### src/hw/rtl/crot_pkg.sv
// shared constants, quadrant codes and cordic arctangent table
package crot_pkg;

    localparam int ANGLE_W      = 16;
    localparam int DIM          = 3;
    localparam int CORDIC_FRAC  = 30;
    localparam int CORDIC_W     = 34;
    localparam int ATAN_ENTRIES = 24;
    localparam logic signed [CORDIC_W-1:0] CORDIC_GAIN_START = 34'sd652032874;

    typedef enum logic [1:0] {
        QUAD_0 = 2'd0,
        QUAD_1 = 2'd1,
        QUAD_2 = 2'd2,
        QUAD_3 = 2'd3
    } quad_t;

    // arctangent of 2^-i, full turn is 2^32
    function automatic logic [31:0] atan_turns(input int idx);
        logic [31:0] v;
        case (idx)
            0:  v = 32'h20000000;
            1:  v = 32'h12E4051E;
            2:  v = 32'h09FB385B;
            3:  v = 32'h051111D4;
            4:  v = 32'h028B0D43;
            5:  v = 32'h0145D7E1;
            6:  v = 32'h00A2F61E;
            7:  v = 32'h00517C55;
            8:  v = 32'h0028BE53;
            9:  v = 32'h00145F2F;
            10: v = 32'h000A2F98;
            11: v = 32'h000517CC;
            12: v = 32'h00028BE6;
            13: v = 32'h000145F3;
            14: v = 32'h0000A2FA;
            15: v = 32'h0000517D;
            16: v = 32'h000028BE;
            17: v = 32'h0000145F;
            18: v = 32'h00000A30;
            19: v = 32'h00000518;
            20: v = 32'h0000028C;
            21: v = 32'h00000146;
            22: v = 32'h000000A3;
            default: v = 32'h00000051;
        endcase
        return v;
    endfunction

endpackage

### src/hw/rtl/crot_queue.sv
// two entry queue between front and back end
module crot_queue import crot_pkg::*; #(
    parameter int DATA_WIDTH = 32,
    parameter int COEF_W     = 32
) (
    input  logic                              aclk,
    input  logic                              aresetn,
    input  logic                              wr_valid,
    output logic                              wr_ready,
    input  logic signed [COEF_W-1:0]          wr_cos,
    input  logic signed [COEF_W-1:0]          wr_sin,
    input  logic [DIM*DIM-1:0][DATA_WIDTH-1:0] wr_mat,
    output logic                              rd_valid,
    input  logic                              rd_ready,
    output logic signed [COEF_W-1:0]          rd_cos,
    output logic signed [COEF_W-1:0]          rd_sin,
    output logic [DIM*DIM-1:0][DATA_WIDTH-1:0] rd_mat
);
    logic signed [COEF_W-1:0]           cos_mem [0:1];
    logic signed [COEF_W-1:0]           sin_mem [0:1];
    logic [DIM*DIM-1:0][DATA_WIDTH-1:0] mat_mem [0:1];
    logic       wptr_reg, rptr_reg;
    logic [1:0] cnt_reg;
    logic       push, pop;

    assign wr_ready = (cnt_reg != 2'd2);
    assign rd_valid = (cnt_reg != 2'd0);
    assign push     = wr_valid && wr_ready;
    assign pop      = rd_valid && rd_ready;
    assign rd_cos   = cos_mem[rptr_reg];
    assign rd_sin   = sin_mem[rptr_reg];
    assign rd_mat   = mat_mem[rptr_reg];

    always_ff @(posedge aclk) begin
        if (!aresetn) begin
            wptr_reg <= 1'b0;
            rptr_reg <= 1'b0;
            cnt_reg  <= 2'd0;
        end else begin
            if (push) wptr_reg <= !wptr_reg;
            if (pop) rptr_reg <= !rptr_reg;
            cnt_reg <= cnt_reg + {1'b0, push} - {1'b0, pop};
        end
    end

    always_ff @(posedge aclk) begin
        if (push) begin
            cos_mem[wptr_reg] <= wr_cos;
            sin_mem[wptr_reg] <= wr_sin;
            mat_mem[wptr_reg] <= wr_mat;
        end
    end

endmodule

### config.mk
export PLATFORM = sky130hd
export DESIGN_NAME = crot_queue
export DESIGN_NICKNAME = d
export VERILOG_FILES = /design/src/hw/rtl/crot_pkg.sv /design/src/hw/rtl/crot_queue.sv
export SDC_FILE = /design/constraint.sdc
export NUM_CORES = 1
export LEC_CHECK = 0
export ABC_AREA = 1
export BUFFER_PORTS_ARGS = -buffer_cell sky130_fd_sc_hd__buf_2
export CAP_MARGIN = 15
export CORE_AREA = 2 2 275 277
export CTS_BUF_LIST = sky130_fd_sc_hd__clkbuf_16
export DETAILED_ROUTE_END_ITERATION = 8
export DIE_AREA = 0 0 277 279
export SKIP_CTS_REPAIR_TIMING = 1
export SYNTH_ARGS = -nofsm -noshare
export SYNTH_HDL_FRONTEND = slang
export SYNTH_SLANG_ARGS = --single-unit
export TNS_END_PERCENT = 100
### constraint.sdc
create_clock -name aclk -period 62.7 [get_ports aclk]
set_clock_uncertainty 0.05 [all_clocks]
set_input_delay 15.675 -clock aclk [delete_from_list [all_inputs] [get_ports aclk]]
set_output_delay 15.675 -clock aclk [all_outputs]
set_load 0.005 [all_outputs]
Word level (Yosys, flattened, before mapping)
Memories as Yosys holds them, arrays and structs flattened. A register that Yosys moved wholly into a read port is not among the register bits. Cells that the tools add are included.

Memories: 3. Bits in writable memories: 704. Output and inout port bits: 354. Register bits after elaboration: 4. Word-level logic and storage cells: 22.

Muxes and demuxes: 8. Reduce and logical (&&, ||, !) cells: 5. Equality and inequality tests: 1. Add/subtract/negate cells: 2.

Memories: mat_mem (depth 2, width 288, read ports 1, clocked after memory_dff 1, write ports 1, line crot_queue.sv:21) `logic [DIM*DIM-1:0][DATA_WIDTH-1:0] mat_mem [0:1];`; cos_mem (depth 2, width 32, read ports 1, clocked after memory_dff 1, write ports 1, line crot_queue.sv:19) `logic signed [COEF_W-1:0] cos_mem [0:1];`; sin_mem (depth 2, width 32, read ports 1, clocked after memory_dff 1, write ports 1, line crot_queue.sv:20) `logic signed [COEF_W-1:0] sin_mem [0:1];`.

Operators by type and width (count): 1-bit two-way mux (8); 2-bit by 1-bit adder with 2-bit output (1); 1-bit logical AND (2); 1-bit logical NOT (2); 2-bit inequality test (second input constant) (1); 2-bit nonzero test (1); 2-bit by 1-bit subtractor with 2-bit output (1).

Logic depth before layout (Yosys ltp)
Gate-level depths: netlist of the first run.

Depth after elaboration: 4. Depth in mapped cells: 11.

Least setup slack after synthesis of the first run
No wires, ideal clock.

Path type: input-to-reg. Start: input wr_valid. End: memory cos_mem[1][0], enable pin. Data required time: 61.574 ns. Arrival: 30.411 ns. Slack: 31.163 ns. Buffers on the path: 0. Cell stages on the path: 2. Path through: nand2_1 > nor2_1.

Longest elaborated chain between the ends: 3.

Ends and longest elaborated chain: start, declared (line crot_queue.sv:8) `input logic wr_valid,`; 1-bit logical AND (line crot_queue.sv:28) `assign push = wr_valid && wr_ready;`; 1-bit two-way mux (line crot_queue.sv:47) `if (push) begin`; 1-bit two-way mux (not written as such) (line crot_queue.sv:48) `cos_mem[wptr_reg] <= wr_cos;`; end, declared (line crot_queue.sv:19).

No other way between the ends.

==> results of run 1 <==
[cell usage after synthesis]
library cell / number
inv_1: 7
nand3_1: 1
dfxtp_1: 5
nand2_1: 11
a21oi_1: 1
buf_2: 7
mux2_2: 304
xnor2_1: 1
ha_1: 1
mux2_4: 10
nor2_1: 9
edfxtp_1: 704
mux2_1: 38
buf_6: 31
buf_4: 1
[worst min-delay path by stage]
stage / endpoint / cells after the start / slack, ns
2_1_floorplan: flip-flop / 2 / 0.42
6_report: flip-flop / 2 / 0.46
3_5_place_dp: flip-flop / 2 / 0.43
4_1_cts: flip-flop / 2 / 0.46
3_3_place_gp: rptr_reg / 2 / 0.43
5_1_grt: rptr_reg / 2 / 0.51
[routing by layer]
layer / vias up / GRT usage [%]
met4: 18 / 6.02
met1: 6658 / 16.1
met3: 115 / 5.15
met2: 471 / 26.6
li1: 6051 / -
met5: - / 0
[worst min-delay path, stage by stage, from the launching register on]
cell and delay, ns:
dfxtp_1 0.33, nor2_1 0.06, nor2_1 0.08
[area by class of cell]
| type | instances | area [um^2] |
|---|---|---|
| Tap cell | 969 | 1210 |
| Antenna cell | 11 | 27.5 |
| Clock buffer | 76 | 1900 |
| Fill cell | 6562 | 41500 |
| Timing Repair Buffer | 722 | 3690 |
| Multi-Input combinational cell | 376 | 4120 |
| Inverter | 7 | 26.3 |
| Clock inverter | 54 | 337 |
| Sequential cell | 709 | 21200 |
[kinds of logic after synthesis]
family / Yosys count
compound gates: 1
xor+xnor: 1
fa+ha+maj: 1
buf+inv: 46
flops: 709
mux: 352
simple gates: 21
[power by group]
group / total (mW) / internal, mW / switching, mW
sequential: 0.617 / 0.602 / 0.0153
clock: 0.401 / 0.228 / 0.173
combinational: 0.268 / 0.126 / 0.142
total: 1.29 / 0.956 / 0.330
[layout by cell type (no fill, tap or decap)]
| cell | count |
|---|---|
| a21oi_1 | 1 |
| buf_12 | 2 |
| buf_16 | 1 |
| buf_2 | 709 |
| buf_4 | 10 |
| bufinv_16 | 2 |
| clkbuf_16 | 76 |
| clkinv_1 | 11 |
| clkinv_16 | 1 |
| clkinv_2 | 9 |
| clkinv_4 | 2 |
| clkinv_8 | 2 |
| clkinvlp_4 | 1 |
| dfxtp_1 | 4 |
| dfxtp_4 | 1 |
| diode_2 | 11 |
| edfxtp_1 | 704 |
| ha_1 | 1 |
| inv_1 | 32 |
| inv_6 | 1 |
| mux2_1 | 38 |
| mux2_2 | 304 |
| mux2_4 | 10 |
| nand2_1 | 11 |
| nand3_1 | 1 |
| nor2_1 | 7 |
| nor2_4 | 2 |
| xnor2_1 | 1 |
==> results list, run 1 <==
- The run finished with clean final reports.
* Combinational family with the most area after synthesis: multiplexers
- Cells after DPL: 2782
- For this design the static power due to leakage is 12.1 nW.
- By area the synthesized netlist is led by edfxtp_1 (82%), mux2_2 (13%), mux2_1 (1.7%), buf_6 (1.4%), mux2_4 (0.58%).
* Top Layer Used: met5
* Die X-Extent: 277 um
* Highest ir drop seen on vdd: 0.0228 mV
- Synthesized area per cell: 22.8 um^2
* Count of unique library cells instantiated by Yosys: 15
* Filler-free cell count of the finished design: 2924
- In this run the worst path has a maximum fanout of 77.
* Number of flip-flops under the largest register name: 576
* Number of global-route vias before repair: 14.1k
* Finished layout cell area: 32600 um^2
- In this run, CTS created clock tree buffers numbering 74.
- The signal on the critical path passes through buf_16 -> buf_4 -> buf_4 -> mux2_2 -> buf_2.
- Fin nets: 2247
- Total power for the finished layout comes to 1.29 mW.
* Routed length on met2: 31.7 mm
- Detailed router's first-iteration violation count: 749
- Synthesis handed over a netlist of 1131 instances.
- Compound-Gate Fraction of Synth Area: 0.0194%
- The initial antenna violation count came to 20.
- Dividing the detail-routed wire length by the instance count gives 20.4 um.
- Synth warnings: 0
- CTS tree: done
- Buffer type at the clock tree root: clkbuf_16
- Sum of negative setup slack: 0 ns
* # DRC: 0
- Number of failing hold endpoints at the final stage: 0
- Clock-pin slew was measured on the worst setup and hold paths at 0.06 ns.
- Critical-path top delay cell: buf_4
- Height of the die: 279 um
- Counting flops per register, the top entry is mat_mem.
- Once placement finished, the instance area stood at 30300 um^2.
* Detailed-route via count: 13.3k
- Cell type with the highest occurrence count on the critical path: buf_4
- I/O pin count: 710
- Pwr/cell area: 39.5 nW/um^2
- Launching point of the worst reg2reg path: cnt_reg[0]
* Yosys top cell area share: 82.0%
* Iteration count of the initial detailed-routing pass: 5
- Setup slack on the critical path of the routed design comes to 43.42 ns.
* Worst Hold Launch: rptr_reg
- GRT Total Usage: 14.9%
- FF-to-FF setup slack: 58.40 ns
- After detailed routing, the wire length on met1 is 21.5 mm.
- Detailed placement ended at an HPWL of 41.9 mm.
- Summing the areas of all fa, ha and maj instances in the mapped netlist gives 0.0486% of the synthesized area.
* Longest individual stage delay on the worst path: 0.88 ns
- Counting flops and latches in the post-synthesis netlist gives 709.
- STA classifies the critical path endpoint as a primary output.
* WP depth: 5
* Die area: 77300 um^2
- Grouping stages by cell kind, the critical path spends the most delay in buffers and inverters.
- Maximum frequency from static timing analysis: 51.9 MHz
* Avg Vias per Cell: 4.55
- Final count of negative-setup-slack endpoints: 0
- Registers with the most flip-flops: mat_mem x576, cos_mem x64, sin_mem x64
- Hold Crit Class: reg -> reg
* Mapped Nets: 1488
* Max-cap violation count: 0
* Basic-gate share of the synthesized area counting and, or, nand and nor cells: 0.311%
- The first global-routing pass estimated 86.5 mm of wire.
- CTS max path bufs: 3
- Max Transition Viols Final: 0
* Worst r2r dst: mat_mem[0][110]
- The region available for standard cell placement spans 74100 um^2.
* Share of final-layout standard cells stronger than drive strength 1: 58.3%
- Tightest slew margin relative to the limit: 20.7%
- The synthesized netlist occupies a cell area of 25800 um^2.
* Wire length on met3: 4.65 mm
- Yosys top cell by area: edfxtp_1
- Actual transition at the worst max-transition pin: 1.19 ns
* Share of the clock period used by the worst path after layout: 30.8%
- Syn-to-layout area delta: 26.4%
- Largest net degree at the start of global routing: 160
* Effective utilization at floorplan: 34.8%
* PortBufs: 709
- # rows: 100
- The detail route stage leaves a number of antenna-violating nets equal to 0.
- Sum of routed wire length over all layers: 59.8 mm
- The worst setup path is of the reg -> out kind.
- Counting both buffers and inverters, the worst setup path holds a total of 4.
- H-tree Lvls: 3
- Sequential area share after synthesis: 82.4%
* WP data required: 46.97 ns
- The portion of synthesized area spent on multiplexers is 15.5%.
* Data arrival time of the critical path: 3.56 ns
- The congestion estimate from routability-driven global placement came to 0.826.
* Clock latency reported for the late side of the worst-skew pair: 0.60 ns
- STA classifies the critical path startpoint as a flip-flop.
* Final hold slack: 0.456 ns
* Final core area utilization: 44.0%
- The most critical setup path has its endpoint at rd_mat[212].
- The worst path in the final design needs a cycle of 19.29 ns, including I/O delays and setup.
- For this run the aggregate overflow at the end of global routing stands at 0.
- Prior to clock tree synthesis, the placed netlist has a worst setup slack of 42.97 ns.
- The clock net in this run drives a total of 709 sinks.
- After Yosys synthesis, XOR and XNOR cells account for 0.0340% of the synthesized area.
* R2r worst-path depth: 7
- Unrepaired setup endpoints after global routing: false
(Power assumes the default switching activity.)
==> run 2, diff against run 1 <==
==> constraint.sdc (replaced) <==
create_clock -name aclk -period 15.9 [get_ports aclk]
set_clock_uncertainty 0.05 [all_clocks]
set_input_delay 3.975 -clock aclk [delete_from_list [all_inputs] [get_ports aclk]]
set_output_delay 3.975 -clock aclk [all_outputs]
set_load 0.005 [all_outputs]
==> results list, run 2 (same netlist as run 1, synthesis figures left out) <==
- Run status: finished, final reports clean (unchanged)
* Launching point of the worst reg2reg path: cnt_reg[0] (unchanged)
* Sum of routed wire length over all layers: 62.5 mm (was 59.8 mm)
- # DRC: 0 (unchanged)
- The number of placed instances with taps included is 2783 (was 2782).
- The post-route standard cell area excluding fillers came to 32700 um^2 (was 32600 um^2).
- Hold Crit Depth: 2 (unchanged)
* Share of the clock period used by the worst path after layout: 49.5%
* Worst Hold Launch: rptr_reg (unchanged)
- The number of antenna-violating nets in the routed design came to 0 (unchanged).
- CTS max path bufs: 3 (unchanged)
- The CTS tree is done (unchanged).
* Critical-path top delay cell: buf_4 (unchanged)
* Critical Path Fanout Max: 142 (was 77)
* Number of global-route vias before repair: 14.4k (was 14.1k)
* Die area: 77300 um^2 (unchanged)
- The die span in y is 279 um (unchanged).
- The fraction of final layout cells sized beyond drive strength 1 came to 58.6% (was 58.3%).
* Maximum frequency from static timing analysis: 127 MHz
* Routed length on met2: 32.8 mm (was 31.7 mm)
- The largest net degree at the start of global routing is 149 (was 160).
* Filler-free cell count of the finished design: 2937 (was 2924)
- Commonest cells after routing, fill and taps aside: buf_2 (709), edfxtp_1 (704), mux2_2 (304) (unchanged)
- The highest metal layer used by the detailed router is met5 (unchanged).
- CORE AREA: 74100 um^2 (unchanged)
- The area growth from synthesis to layout was 27.1% (was 26.4%).
- Largest reg by FF count: mat_mem (unchanged)
- The wire length on met3 came to 5.15 mm (was 4.65 mm).
* Pwr/cell area: 158 nW/um^2 (was 39.5 nW/um^2)
- I/O pin count: 710 (unchanged)
- The post-CTS clock slew at the launch and capture registers of the worst setup and hold paths came to 0.05 ns (was 0.06 ns).
- The data required time of the critical path is 11.88 ns (was 46.97 ns).
- The global-route wire length before repair came to 89.6 mm (was 86.5 mm).
- The number of cell rows came to 100 (unchanged).
- Cell-by-cell trace of the critical path: buf_12 -> buf_4 -> mux2_2 -> buf_2 (was buf_16 -> buf_4 -> buf_4 -> mux2_2 -> buf_2).
- Data arrival time of the critical path: 3.84 ns (was 3.56 ns)
- Number of flip-flops under the largest register name: 576 (unchanged)
- The critical setup path kind is reg -> out (unchanged).
* Avg Vias per Cell: 4.59 (was 4.55)
* R2r worst-path depth: 7 (unchanged)
* CP startpoint kind: flip-flop (unchanged)
- The slack of the worst reg-to-reg path was 12.26 ns (was 58.40 ns).
- Shortest clock period the worst path allows after layout: 7.86 ns
- Tightest slew margin relative to the limit: 28.7% (was 20.7%)
- The number of DRC markers after the initial detailed-route iteration came to 838 (was 749).
- Max-cap violation count: 0 (unchanged)
* Worst Hold Path EP: rptr_reg
* Static leakage: 12.1 nW (about the same)
* Iteration count of the initial detailed-routing pass: 4 (was 5)
- The total number of clock tree sinks was 709 (unchanged).
- Post-detail-place hpwl: 44.2 mm (was 41.9 mm)
- The transition time at the pin with the least slew margin is 1.07 ns (was 1.19 ns).
* Routed met1 length: 21.8 mm (was 21.5 mm)
- Registers with the most flip-flops: mat_mem x576, cos_mem x64, sin_mem x64 (unchanged).
- The effective utilization at floorplan is 34.8% (unchanged).
- Endpoint type of the worst setup path: primary output (unchanged)
- Placement Cell Area: 30300 um^2 (about the same)
- Detailed-route via count: 13.5k (was 13.3k)
* Highest ir drop seen on vdd: 0.159 mV (was 0.0228 mV)
* H-tree Lvls: 3 (unchanged)
* Average routed wire per standard cell: 21.3 um (was 20.4 um)
* Sum of negative setup slack: 0 ns (unchanged)
- The hold violation count in the final report is 0 (unchanged).
- The total global routing overflow came to 0 (unchanged).
- GP Congestion: 0.863 (was 0.826)
- The leading cell type in the layout, fill and taps excluded is buf_2 (unchanged).
- GRT Total Usage: 15.7% (was 14.9%)
* Max Transition Viols Final: 0 (unchanged)
- Buffer type at the clock tree root: clkbuf_16 (unchanged)
* Die X-Extent: 277 um (unchanged)
* Clock latency reported for the late side of the worst-skew pair: 0.61 ns (was 0.60 ns)
- Antenna violations before repair: 20 (unchanged)
* PortBufs: 709 (unchanged)
- Hold Crit Class: reg -> reg (unchanged)
* CTS Buf Count: 78 (was 74)
- Final count of negative-setup-slack endpoints: 0 (unchanged)
- Unrepaired setup endpoints after global routing: false (unchanged)
- Fin nets: 2251 (was 2247)
- Worst r2r dst: mat_mem[0][114] (was mat_mem[0][110])
* Longest individual stage delay on the worst path: 0.90 ns (was 0.88 ns)
[run 2: cell count changes in the layout (fill, tap and decap cells not counted)]
cell,change
inv_6,+4
clkinv_2,+3
clkbuf_16,+3
inv_1,-10
buf_4,+1
clkinv_16,+2
clkinvlp_4,+1
inv_16,+1
buf_16,-1
clkinv_1,+9
clkinv_4,-2
diode_2,+2
[run 2: how the worst max path moves through the flow]
stage	to	depth (start not counted)
6_report	rd_mat[119]	4
5_1_grt	rd_mat[83]	4
4_1_cts	rd_mat[176]	4
3_5_place_dp	rd_mat[176]	4
3_3_place_gp	rd_mat[206]	4
2_1_floorplan	cos_mem[1][0]	2
[run 2: area by class of cell]
cell class | count | area [um^2]
clock inverters | 62 | 453
inverters | 7 | 26.3
flip-flops and latches | 709 | 21200
clock buffers | 79 | 1980
well taps | 969 | 1210
diodes | 13 | 32.5
fillers | 6534 | 41300
repair buffers | 722 | 3670
multi-input cells | 376 | 4120
[run 2: report_power, final]
group	switching (mW)	internal (mW)
registers	0.0810	2.37
logic	0.545	0.494
clock network	0.726	0.947
total	1.35	3.82
[run 2: critical path: cells and delay by family, from the launching register on]
kind	cells	cell delay [ns]
buffers and inverters	3	1.67
DFF	1	0.85
muxes	1	0.43
[run 2: metrics by stage]
| step | util (%) | hold slack (ns) | power [mW] | setup WS [ns] |
|---|---|---|---|---|
| after floorplan | - | 0.417 | 3.16 | 2.03 |
| after global placement | 40.9 | 0.433 | 3.53 | 8.67 |
| after detailed placement | 40.9 | 0.462 | 3.55 | 8.64 |
| after CTS | 44.2 | 0.479 | 5.25 | 7.95 |
| after global routing | 44.2 | 0.531 | 5.41 | 7.80 |
| final | 44.2 | 0.466 | 5.17 | 8.04 |
[run 2: layer usage]
metal  up-vias  GRT usage [%]
met4        12           8.08
met2       557           28.1
li1       6056              -
met1      6711           16.1
met5         -              0
met3       157           5.53
